[src/hw/rtl/rasn_pkg.sv]
// Shared types, codes and constants for the rational add/sub/normalize block.
// No dependencies; imported by rasn_core and rational_add_sub_normalize.
`timescale 1ns / 1ps
`default_nettype none

package rasn_pkg;

  localparam int DATA_WIDTH  = 32;
  localparam int PROD_W      = 2 * DATA_WIDTH;
  localparam int UNIT_W      = PROD_W + 2;
  localparam int CNT_W       = $clog2(DATA_WIDTH);
  localparam int NUM_W       = 32;
  localparam int DEN_W       = 31;
  localparam int FIELD_W     = 32;
  localparam int IN_TDATA_W  = 4 * FIELD_W;
  localparam int OUT_TDATA_W = 64;

  localparam logic [CNT_W-1:0]      CNT_LAST = CNT_W'(DATA_WIDTH - 1);
  localparam logic [DATA_WIDTH-1:0] HALF     = {1'b1, {(DATA_WIDTH-1){1'b0}}};

  typedef enum logic [1:0] {
    KIND_NORM = 2'd0,
    KIND_ADD  = 2'd1,
    KIND_SUB  = 2'd2,
    KIND_EQ   = 2'd3
  } kind_t;

  typedef enum logic [1:0] {
    STAT_OK       = 2'd0,
    STAT_ZERO_DEN = 2'd1,
    STAT_OVERFLOW = 2'd2
  } status_t;

  typedef enum logic [3:0] {
    S_IDLE,
    S_MUL_P,
    S_MUL_Q,
    S_MUL_D,
    S_COMBINE,
    S_GCD,
    S_DIV_N_CHK,
    S_DIV_N,
    S_DIV_D_CHK,
    S_DIV_D,
    S_FINISH,
    S_DONE
  } state_t;

  typedef struct packed {
    kind_t              kind;
    logic [FIELD_W-1:0] a_num;
    logic [FIELD_W-1:0] a_den;
    logic [FIELD_W-1:0] b_num;
    logic [FIELD_W-1:0] b_den;
  } item_t;

  typedef struct packed {
    logic [NUM_W-1:0] num;
    logic [DEN_W-1:0] den;
    logic             is_equal;
    status_t          status;
  } res_t;

  // two's complement magnitude, -2^(w-1) maps to 2^(w-1)
  function automatic logic [DATA_WIDTH-1:0] mag(input logic [DATA_WIDTH-1:0] v);
    logic [DATA_WIDTH-1:0] r;
    r = v[DATA_WIDTH-1] ? (~v + 1'b1) : v;
    return r;
  endfunction

endpackage

`default_nettype wire

[src/hw/rtl/rasn_core.sv]
// Sequencer and shared datapath: cross products, binary gcd, exact division.
// Depends on rasn_pkg.
`timescale 1ns / 1ps
`default_nettype none

module rasn_core
  import rasn_pkg::*;
(
  input  wire logic  clk,
  input  wire logic  rst,
  input  wire logic  in_valid,
  output logic       in_ready,
  input  wire item_t item,
  output logic       res_valid,
  input  wire logic  res_take,
  output res_t       res
);

  state_t state, state_next;

  kind_t                 kind;
  logic [DATA_WIDTH-1:0] an, ad, bn, bd;
  logic                  neg_a, neg_b, neg;
  logic [PROD_W-1:0]     p, q, nn, dd, x, y, rem;
  logic [DATA_WIDTH-1:0] sh, qn;
  logic [CNT_W-1:0]      cnt;

  // accept-time decode
  logic [DATA_WIDTH-1:0] in_an, in_ad, in_bn, in_bd;
  logic                  zero_den, in_neg_a, in_neg_b;

  assign in_an    = item.a_num[DATA_WIDTH-1:0];
  assign in_ad    = item.a_den[DATA_WIDTH-1:0];
  assign in_bn    = item.b_num[DATA_WIDTH-1:0];
  assign in_bd    = item.b_den[DATA_WIDTH-1:0];
  assign in_neg_a = in_an[DATA_WIDTH-1] ^ in_ad[DATA_WIDTH-1];
  assign in_neg_b = in_bn[DATA_WIDTH-1] ^ in_bd[DATA_WIDTH-1];
  assign zero_den = (in_ad == '0) || ((item.kind != KIND_NORM) && (in_bd == '0));

  // shared multiplier and add/subtract unit
  logic [DATA_WIDTH-1:0] mul_a, mul_b;
  logic [PROD_W-1:0]     mul_out;
  logic [UNIT_W-1:0]     u_a, u_b, u_out, u_neg;
  logic                  u_sub, borrow, u_zero;

  assign mul_out = PROD_W'(mul_a) * PROD_W'(mul_b);
  assign u_out   = u_sub ? (u_a - u_b) : (u_a + u_b);
  assign u_neg   = ~u_out + 1'b1;
  assign borrow  = u_out[UNIT_W-1];
  assign u_zero  = (u_out == '0);

  logic              q_neg, comb_neg;
  logic [PROD_W-1:0] comb_n;
  logic [PROD_W:0]   div_t;
  logic [DATA_WIDTH-1:0] num_v;
  logic              fit;

  assign q_neg = (kind == KIND_SUB) ? !neg_b : neg_b;

  always_comb begin
    if (!u_sub) begin
      comb_n   = u_out[PROD_W-1:0];
      comb_neg = neg_a;
    end else if (!borrow) begin
      comb_n   = u_out[PROD_W-1:0];
      comb_neg = neg_a;
    end else begin
      comb_n   = u_neg[PROD_W-1:0];
      comb_neg = q_neg;
    end
  end

  assign div_t = {rem, sh[DATA_WIDTH-1]};
  assign num_v = neg ? (~qn + 1'b1) : qn;
  assign fit   = !sh[DATA_WIDTH-1] && (neg ? (qn <= HALF) : !qn[DATA_WIDTH-1]);

  // next state
  always_comb begin
    state_next = state;
    case (state)
      S_IDLE: begin
        if (in_valid) begin
          if (zero_den) begin
            state_next = S_DONE;
          end else if (item.kind == KIND_NORM) begin
            state_next = (in_an == '0) ? S_DONE : S_GCD;
          end else begin
            state_next = S_MUL_P;
          end
        end
      end
      S_MUL_P: state_next = S_MUL_Q;
      S_MUL_Q: state_next = (kind == KIND_EQ) ? S_COMBINE : S_MUL_D;
      S_MUL_D: state_next = S_COMBINE;
      S_COMBINE: begin
        if (kind == KIND_EQ || comb_n == '0) begin
          state_next = S_DONE;
        end else begin
          state_next = S_GCD;
        end
      end
      S_GCD: begin
        if (x[0] && y[0] && u_zero) begin
          state_next = S_DIV_N_CHK;
        end
      end
      S_DIV_N_CHK: state_next = borrow ? S_DIV_N : S_DONE;
      S_DIV_N: begin
        if (cnt == CNT_LAST) begin
          state_next = S_DIV_D_CHK;
        end
      end
      S_DIV_D_CHK: state_next = borrow ? S_DIV_D : S_DONE;
      S_DIV_D: begin
        if (cnt == CNT_LAST) begin
          state_next = S_FINISH;
        end
      end
      S_FINISH: state_next = S_DONE;
      S_DONE: begin
        if (res_take) begin
          state_next = S_IDLE;
        end
      end
      default: state_next = S_IDLE;
    endcase
  end

  // outputs and unit operand selection
  always_comb begin
    in_ready  = 1'b0;
    res_valid = 1'b0;
    mul_a     = an;
    mul_b     = bd;
    u_a       = '0;
    u_b       = '0;
    u_sub     = 1'b1;
    case (state)
      S_IDLE:  in_ready = 1'b1;
      S_MUL_P: begin
        mul_a = an;
        mul_b = bd;
      end
      S_MUL_Q: begin
        mul_a = bn;
        mul_b = ad;
      end
      S_MUL_D: begin
        mul_a = ad;
        mul_b = bd;
      end
      S_COMBINE: begin
        u_a   = UNIT_W'(p);
        u_b   = UNIT_W'(q);
        u_sub = (kind == KIND_EQ) || (neg_a != q_neg);
      end
      S_GCD: begin
        u_a = UNIT_W'(x);
        u_b = UNIT_W'(y);
      end
      S_DIV_N_CHK: begin
        u_a = UNIT_W'(nn[PROD_W-1:DATA_WIDTH]);
        u_b = UNIT_W'(x);
      end
      S_DIV_D_CHK: begin
        u_a = UNIT_W'(dd[PROD_W-1:DATA_WIDTH]);
        u_b = UNIT_W'(x);
      end
      S_DIV_N, S_DIV_D: begin
        u_a = UNIT_W'(div_t);
        u_b = UNIT_W'(x);
      end
      S_DONE: res_valid = 1'b1;
      default: ;
    endcase
  end

  always_ff @(posedge clk) begin
    if (rst) begin
      state <= S_IDLE;
    end else begin
      state <= state_next;
    end
  end

  always_ff @(posedge clk) begin
    case (state)
      S_IDLE: begin
        if (in_valid) begin
          kind  <= item.kind;
          an    <= mag(in_an);
          ad    <= mag(in_ad);
          bn    <= mag(in_bn);
          bd    <= mag(in_bd);
          neg_a <= in_neg_a;
          neg_b <= in_neg_b;
          neg   <= in_neg_a;
          nn    <= PROD_W'(mag(in_an));
          dd    <= PROD_W'(mag(in_ad));
          x     <= PROD_W'(mag(in_an));
          y     <= PROD_W'(mag(in_ad));
          res.num      <= '0;
          res.den      <= DEN_W'(1);
          res.is_equal <= 1'b0;
          res.status   <= zero_den ? STAT_ZERO_DEN : STAT_OK;
        end
      end
      S_MUL_P: p  <= mul_out;
      S_MUL_Q: q  <= mul_out;
      S_MUL_D: dd <= mul_out;
      S_COMBINE: begin
        if (kind == KIND_EQ) begin
          res.is_equal <= u_zero && ((p == '0) || (neg_a == neg_b));
        end else begin
          nn  <= comb_n;
          x   <= comb_n;
          y   <= dd;
          neg <= comb_neg;
        end
      end
      S_GCD: begin
        if (!x[0] && !y[0]) begin
          x  <= x >> 1;
          y  <= y >> 1;
          nn <= nn >> 1;
          dd <= dd >> 1;
        end else if (!x[0]) begin
          x <= x >> 1;
        end else if (!y[0]) begin
          y <= y >> 1;
        end else if (!u_zero) begin
          if (!borrow) begin
            x <= u_out[PROD_W-1:0];
          end else begin
            y <= u_neg[PROD_W-1:0];
          end
        end
      end
      S_DIV_N_CHK: begin
        cnt <= '0;
        rem <= PROD_W'(nn[PROD_W-1:DATA_WIDTH]);
        sh  <= nn[DATA_WIDTH-1:0];
        if (!borrow) begin
          res.status <= STAT_OVERFLOW;
        end
      end
      S_DIV_D_CHK: begin
        cnt <= '0;
        qn  <= sh;
        rem <= PROD_W'(dd[PROD_W-1:DATA_WIDTH]);
        sh  <= dd[DATA_WIDTH-1:0];
        if (!borrow) begin
          res.status <= STAT_OVERFLOW;
        end
      end
      S_DIV_N, S_DIV_D: begin
        cnt <= cnt + 1'b1;
        rem <= borrow ? div_t[PROD_W-1:0] : u_out[PROD_W-1:0];
        sh  <= {sh[DATA_WIDTH-2:0], !borrow};
      end
      S_FINISH: begin
        if (fit) begin
          res.num <= NUM_W'($signed(num_v));
          res.den <= DEN_W'(sh);
        end else begin
          res.status <= STAT_OVERFLOW;
        end
      end
      default: ;
    endcase
  end

  a_accept_leaves_idle: assert property (@(posedge clk) disable iff (rst)
    in_valid && in_ready |=> state != S_IDLE)
    else $error("item accepted but sequencer stayed idle");

  a_error_fields_cleared: assert property (@(posedge clk) disable iff (rst)
    state == S_DONE && res.status != STAT_OK |->
      res.num == '0 && res.den == DEN_W'(1) && !res.is_equal)
    else $error("error item carries non-default fields");

  a_equal_only_compare: assert property (@(posedge clk) disable iff (rst)
    state == S_DONE && res.is_equal |-> kind == KIND_EQ && res.status == STAT_OK)
    else $error("is_equal set outside a good compare");

  a_gcd_operands_nonzero: assert property (@(posedge clk) disable iff (rst)
    state == S_GCD |-> x != '0 && y != '0)
    else $error("gcd operand reached zero");

  a_divisor_odd: assert property (@(posedge clk) disable iff (rst)
    state == S_DIV_N || state == S_DIV_D |-> x[0])
    else $error("divisor is not the odd gcd part");

  a_result_held: assert property (@(posedge clk) disable iff (rst)
    state == S_DONE && !res_take |=> state == S_DONE && $stable(res))
    else $error("pending result changed before it was taken");

endmodule

`default_nettype wire

[src/hw/rtl/rational_add_sub_normalize.sv]
// Top level: stream ports, output register and the rasn_core sequencer.
// Depends on rasn_pkg and rasn_core.
//
// Takes one item at a time: kind selects normalize a, a+b, a-b or a==b. Add and
// subtract form the exact cross products on one 32x32 multiplier, then reduce by
// a binary gcd on a shared 66-bit add/subtract unit (one shift or subtract per
// cycle) and two exact 32-step restoring divisions on that same unit. The gcd
// loop sets how long an item occupies the block; compare, a zero denominator or
// a zero result skip the gcd and the divisions. A finished result sits in the
// output register, and the next item is taken while it waits. Errors give
// res_num 0, res_den 1 and a non-zero status.
`timescale 1ns / 1ps
`default_nettype none

module rational_add_sub_normalize
  import rasn_pkg::*;
(
  input  wire logic                   clk,
  input  wire logic                   rst,
  input  wire logic                   s_tvalid,
  output logic                        s_tready,
  input  wire logic [IN_TDATA_W-1:0]  s_tdata,  // a_num, a_den, b_num, b_den
  input  wire logic [1:0]             s_tuser,  // kind
  output logic                        m_tvalid,
  input  wire logic                   m_tready,
  output logic [OUT_TDATA_W-1:0]      m_tdata,  // res_num, res_den, is_equal
  output logic [1:0]                  m_tuser   // status
);

  item_t item;
  res_t  res;
  logic  res_valid, load;

  assign item.kind  = kind_t'(s_tuser);
  assign item.a_num = s_tdata[FIELD_W-1:0];
  assign item.a_den = s_tdata[2*FIELD_W-1:FIELD_W];
  assign item.b_num = s_tdata[3*FIELD_W-1:2*FIELD_W];
  assign item.b_den = s_tdata[4*FIELD_W-1:3*FIELD_W];

  rasn_core u_core (
    .clk       (clk),
    .rst       (rst),
    .in_valid  (s_tvalid),
    .in_ready  (s_tready),
    .item      (item),
    .res_valid (res_valid),
    .res_take  (load),
    .res       (res)
  );

  assign load = res_valid && (!m_tvalid || m_tready);

  always_ff @(posedge clk) begin
    if (rst) begin
      m_tvalid <= 1'b0;
    end else if (load) begin
      m_tvalid <= 1'b1;
    end else if (m_tready) begin
      m_tvalid <= 1'b0;
    end
  end

  always_ff @(posedge clk) begin
    if (load) begin
      m_tdata <= {res.is_equal, res.den, res.num};
      m_tuser <= res.status;
    end
  end

endmodule

`default_nettype wire
[config.mk]
export PLATFORM = sky130hd
export DESIGN_NAME = rational_add_sub_normalize
export DESIGN_NICKNAME = d
export VERILOG_FILES = /design/src/hw/rtl/rasn_pkg.sv /design/src/hw/rtl/rasn_core.sv /design/src/hw/rtl/rational_add_sub_normalize.sv
export SDC_FILE = /design/constraint.sdc
export NUM_CORES = 2
export LEC_CHECK = 0
export BUFFER_PORTS_ARGS = -buffer_cell sky130_fd_sc_hd__clkbuf_2
export CELL_PAD_IN_SITES_DETAIL_PLACEMENT = 1
export CELL_PAD_IN_SITES_GLOBAL_PLACEMENT = 2
export CORE_UTILIZATION = 42
export CTS_CLUSTER_SIZE = 8
export DETAILED_ROUTE_END_ITERATION = 10
export GPL_TIMING_DRIVEN = 0
export PLACE_DENSITY_LB_ADDON = 0.1
export SLEW_MARGIN = 40
export SYNTH_ARGS = -nofsm -noshare
export SYNTH_HDL_FRONTEND = slang
export SYNTH_HIERARCHICAL = 1
export SYNTH_SLANG_ARGS = --single-unit
[constraint.sdc]
create_clock -name clk -period 16.7 [get_ports clk]
set_clock_uncertainty 0.2 [all_clocks]
set_input_delay 0.835 -clock clk [delete_from_list [all_inputs] [get_ports clk]]
set_output_delay 0.835 -clock clk [all_outputs]
set_load 0.03 [all_outputs]
==> metrics.md <==
| Metric | Value |
|---|---|
| TritonRoute pass-1 iters | `11` |
| Post-detailed-placement cell area | `85800 um2` |
| Chip width | `438 um` |
| Nets in the synthesized netlist | `9776` |
| Worst EP arrival | `16.61 ns` |
| Failing checks | `design-rule violations` |
| Initial antenna violation count | `55` |
| Cell with the largest stage delay on the worst path | `clkbuf_2` |
| Post-synth cell types | `118` |
| Clock tree from TritonCTS | `done` |
| Critical Path Start Type | `flip-flop` |
| Timing-limited maximum frequency | `61.7 MHz` |
| Clock tree sinks | `787` |
| Critical Path Most Common Cell | `fa_1` |
| Post-cts sizing count | `0` |
| Global-route wire length before repair | `579000 um` |
| Post-route cell area | `89200 um2` |
| Number of maximum-capacitance constraint violations | `0` |
| Setup slack of the worst register-to-register path | `0.50 ns` |
| Root Driver | `clkbuf_16` |
| Worst Setup End Kind | `flip-flop` |
| Remaining DRCs | `38` |
| Mux share of post-synthesis cell area | `0.0171` |
| Remaining global-route overflow | `0` |
| Fillcell total | `21400` |
| Synth Flop Type | `edfxtp_1` |
| Via density | `6.42` |
| Xor/xnor share of the synthesized area | `0.0471` |
| Row Count | `159` |
| Post-Synth Simple-Gate Area | `0.152` |
| Total instance count after detailed placement | `11200` |
| Register area share after synthesis | `0.296` |
| Top-area cell type share of the netlist area | `0.294` |
| Leading cell type in the layout, fill and taps excluded | `nand2_1` |
| Crit path buf inv count | `16` |
| Avg WL per Cell | `37.4 um` |
| Count of mapped cells out of synthesis | `8406` |
| Post-CTS setup buffer count | `0` |
| DIE AREA | `192000 um2` |
| Count of pins on the block boundary | `202` |
| Largest net degree at the start of global routing | `71` |
| Vias after detailed routing | `72900` |
| Via count of the first global-routing pass | `73200` |
| Avg Synthesized Cell Area | `9.49 um2` |
| Largest family of logic cells by synthesized area | `adder cells` |
| Worst Setup Path Type | `flip-flop to flip-flop` |
| Combined flip-flop and latch cell area | `23600 um2` |
| Max-slew violation count | `0` |
| Post-synthesis compound-gate area fraction | `0.136` |
| Buffers from clock root to sink, at most | `3` |
| Count of port buffers added during placement | `198` |
| DRC violation total after the first TritonRoute iteration | `10400` |
| Number of enable-type register cells in the synthesized netlist | `782` |
| Status | `finished, violations left` |
| Remaining antenna violation count | `0` |
| Period minus WS final | `16.20 ns` |
| Initial core utilization | `0.424` |
| Final Routed Wirelength | `424000 um` |
| Transition at the pin with the smallest max-transition slack | `1.01 ns` |
| Number of buffers created by CTS | `112` |
| RSZ-0062 raised after global routing | `false` |
| Count of endpoints failing hold in the final timing report | `0` |
| Clock transition at the register clock pins on the worst setup and hold paths after CTS | `0.06 ns` |
| Adder-Cell Fraction of Synth Area | `0.278` |
| Critical Path Fanout Max | `10` |
| Final Setup Violations | `0` |
| Die span in y | `438 um` |
| Share of post-route cells with drive strength above 1 | `0.0985` |
| Final Wtd Congestion | `1.07` |
| Ranking of synthesized cells by area | `edfxtp_1 (29%), fa_1 (23%), nand2_1 (6.4%), ha_1 (5.3%), inv_1 (5.1%)` |
| Worst skew pair latency | `0.83 ns` |
| Hold buffers post-CTS | `0` |
| Detailed Place HPWL | `354000 um` |
| Synthesis-stage register bit count | `787` |
| Critical path's top delay family | `buffers and inverters` |
| Core area | `188000 um2` |
| Cell type with the highest aggregate area in the netlist | `edfxtp_1` |
| Maximum cell stage delay along the critical path | `0.68 ns` |
| Nets | `10200` |
| Async SR Flop Fraction | `0` |
| Area occupied by multi-input gates | `51300 um2` |
| Max-slew headroom | `0.326` |
| Global router's overall resource usage | `0.436` |
| Final cell count without fillers | `11300` |
| H-tree Lvls | `3` |
| Summed instance area of the synthesized netlist | `79800 um2` |
| Final cycle utilization of the critical path | `0.970` |
| Top library cells by usage in the layout, fill and taps aside | `nand2_1 (1364), inv_1 (1087), fa_1 (897), edfxtp_1 (782), nor2_1 (562)` |
| Area growth from synthesis to final layout | `11.8%` |
| Min-delay worst type | `input port to flip-flop` |
| Total number of yosys warnings | `6` |
| Data required time of the worst path | `17.11 ns` |
## final timing paths
kind	to	start	cells after the start
setup / recovery	u_core/dd[62]	u_core/state[0]	41
setup reg to reg	u_core/dd[62]	u_core/state[0]	41
hold / removal	u_core/bn[0]	s_tdata[64]	1
hold reg to reg	m_tdata[60]	u_core/res[31]	0
## cell usage after synthesis (50+ instances only)
cell type     n
nor4_1       54
mux2i_1      99
xor2_1      163
nor2b_1      50
a21o_1      151
fa_1        897
a221o_1      78
nand2_1    1365
and2_1      119
clkbuf_1    385
nor3_1      110
inv_1      1088
nand3_1     105
xnor2_1     264
o31ai_1      50
nand2b_1     50
o21ai_0     300
nor2_1      566
a21oi_1     339
ha_1        339
edfxtp_1    782
a22oi_1     168
## per-layer routing
| metal | GRT usage | up-vias | routed length [um] |
|---|---|---|---|
| li1 | - | 29100 | - |
| met4 | 0.270 | 18 | 32000 |
| met2 | 0.617 | 4678 | 174000 |
| met3 | 0.127 | 958 | 51900 |
| met1 | 0.585 | 38100 | 166000 |
| met5 | 0.00521 | - | 260 |
## state kept, by name (all words and copies together), names as in the netlist
signal / count
m_tdata: 64
m_tuser: 2
m_tvalid: 1
u_core/ad: 32
u_core/an: 32
u_core/bd: 32
u_core/bn: 32
u_core/cnt: 5
u_core/dd: 64
u_core/kind: 2
u_core/neg: 1
u_core/neg_a: 1
u_core/neg_b: 1
u_core/nn: 64
u_core/p: 64
u_core/q: 64
u_core/qn: 32
u_core/rem: 64
u_core/res: 66
u_core/sh: 32
u_core/state: 4
u_core/x: 64
u_core/y: 64
## layout make-up
class | count | share of cell area
plain buffers | 470 | 0.0233
clock inverters | 16 | 0.00292
inverters | 1089 | 0.0459
clock buffers | 148 | 0.0329
flip-flops and latches | 787 | 0.264
multi-input cells | 6060 | 0.575
well taps | 2495 | 0.0350
diodes | 18 | 0.000505
repair buffers | 262 | 0.0206
## per-stage QoR
step                      setup TNS (ns)  setup WS, ns   util  hold WS (ns)
after detailed placement               0          1.09  0.456         0.206
final                                  0         0.498  0.474         0.100
after global placement          -2511.93         -9.95  0.446         0.201
after CTS                              0         0.904  0.473        0.0662
after floorplan                        0          2.02      -         0.200
after global routing                   0         0.441  0.474        0.0789
## worst reg2reg max path, delay by kind of cell (launching register included)
kind            cells  cell delay, ns
simple gates        4            1.72
mux                 1            0.23
compound gates     10            2.81
xor+xnor            1            0.61
buf+inv            16            5.60
fa+ha+maj           9            4.53
flops               1            0.30
## cells by family after synthesis
family                     Yosys count
adders and majority gates         1236
xor gates and xnor gates           428
and+or+nand+nor                   2692
muxes                              132
buffers and inverters             1559
DFF                                787
AOI/OAI and AO/OA                 1572
Power is not shown: default switching activity piles up to over one toggle a cycle in this logic, so the estimate is an artifact.
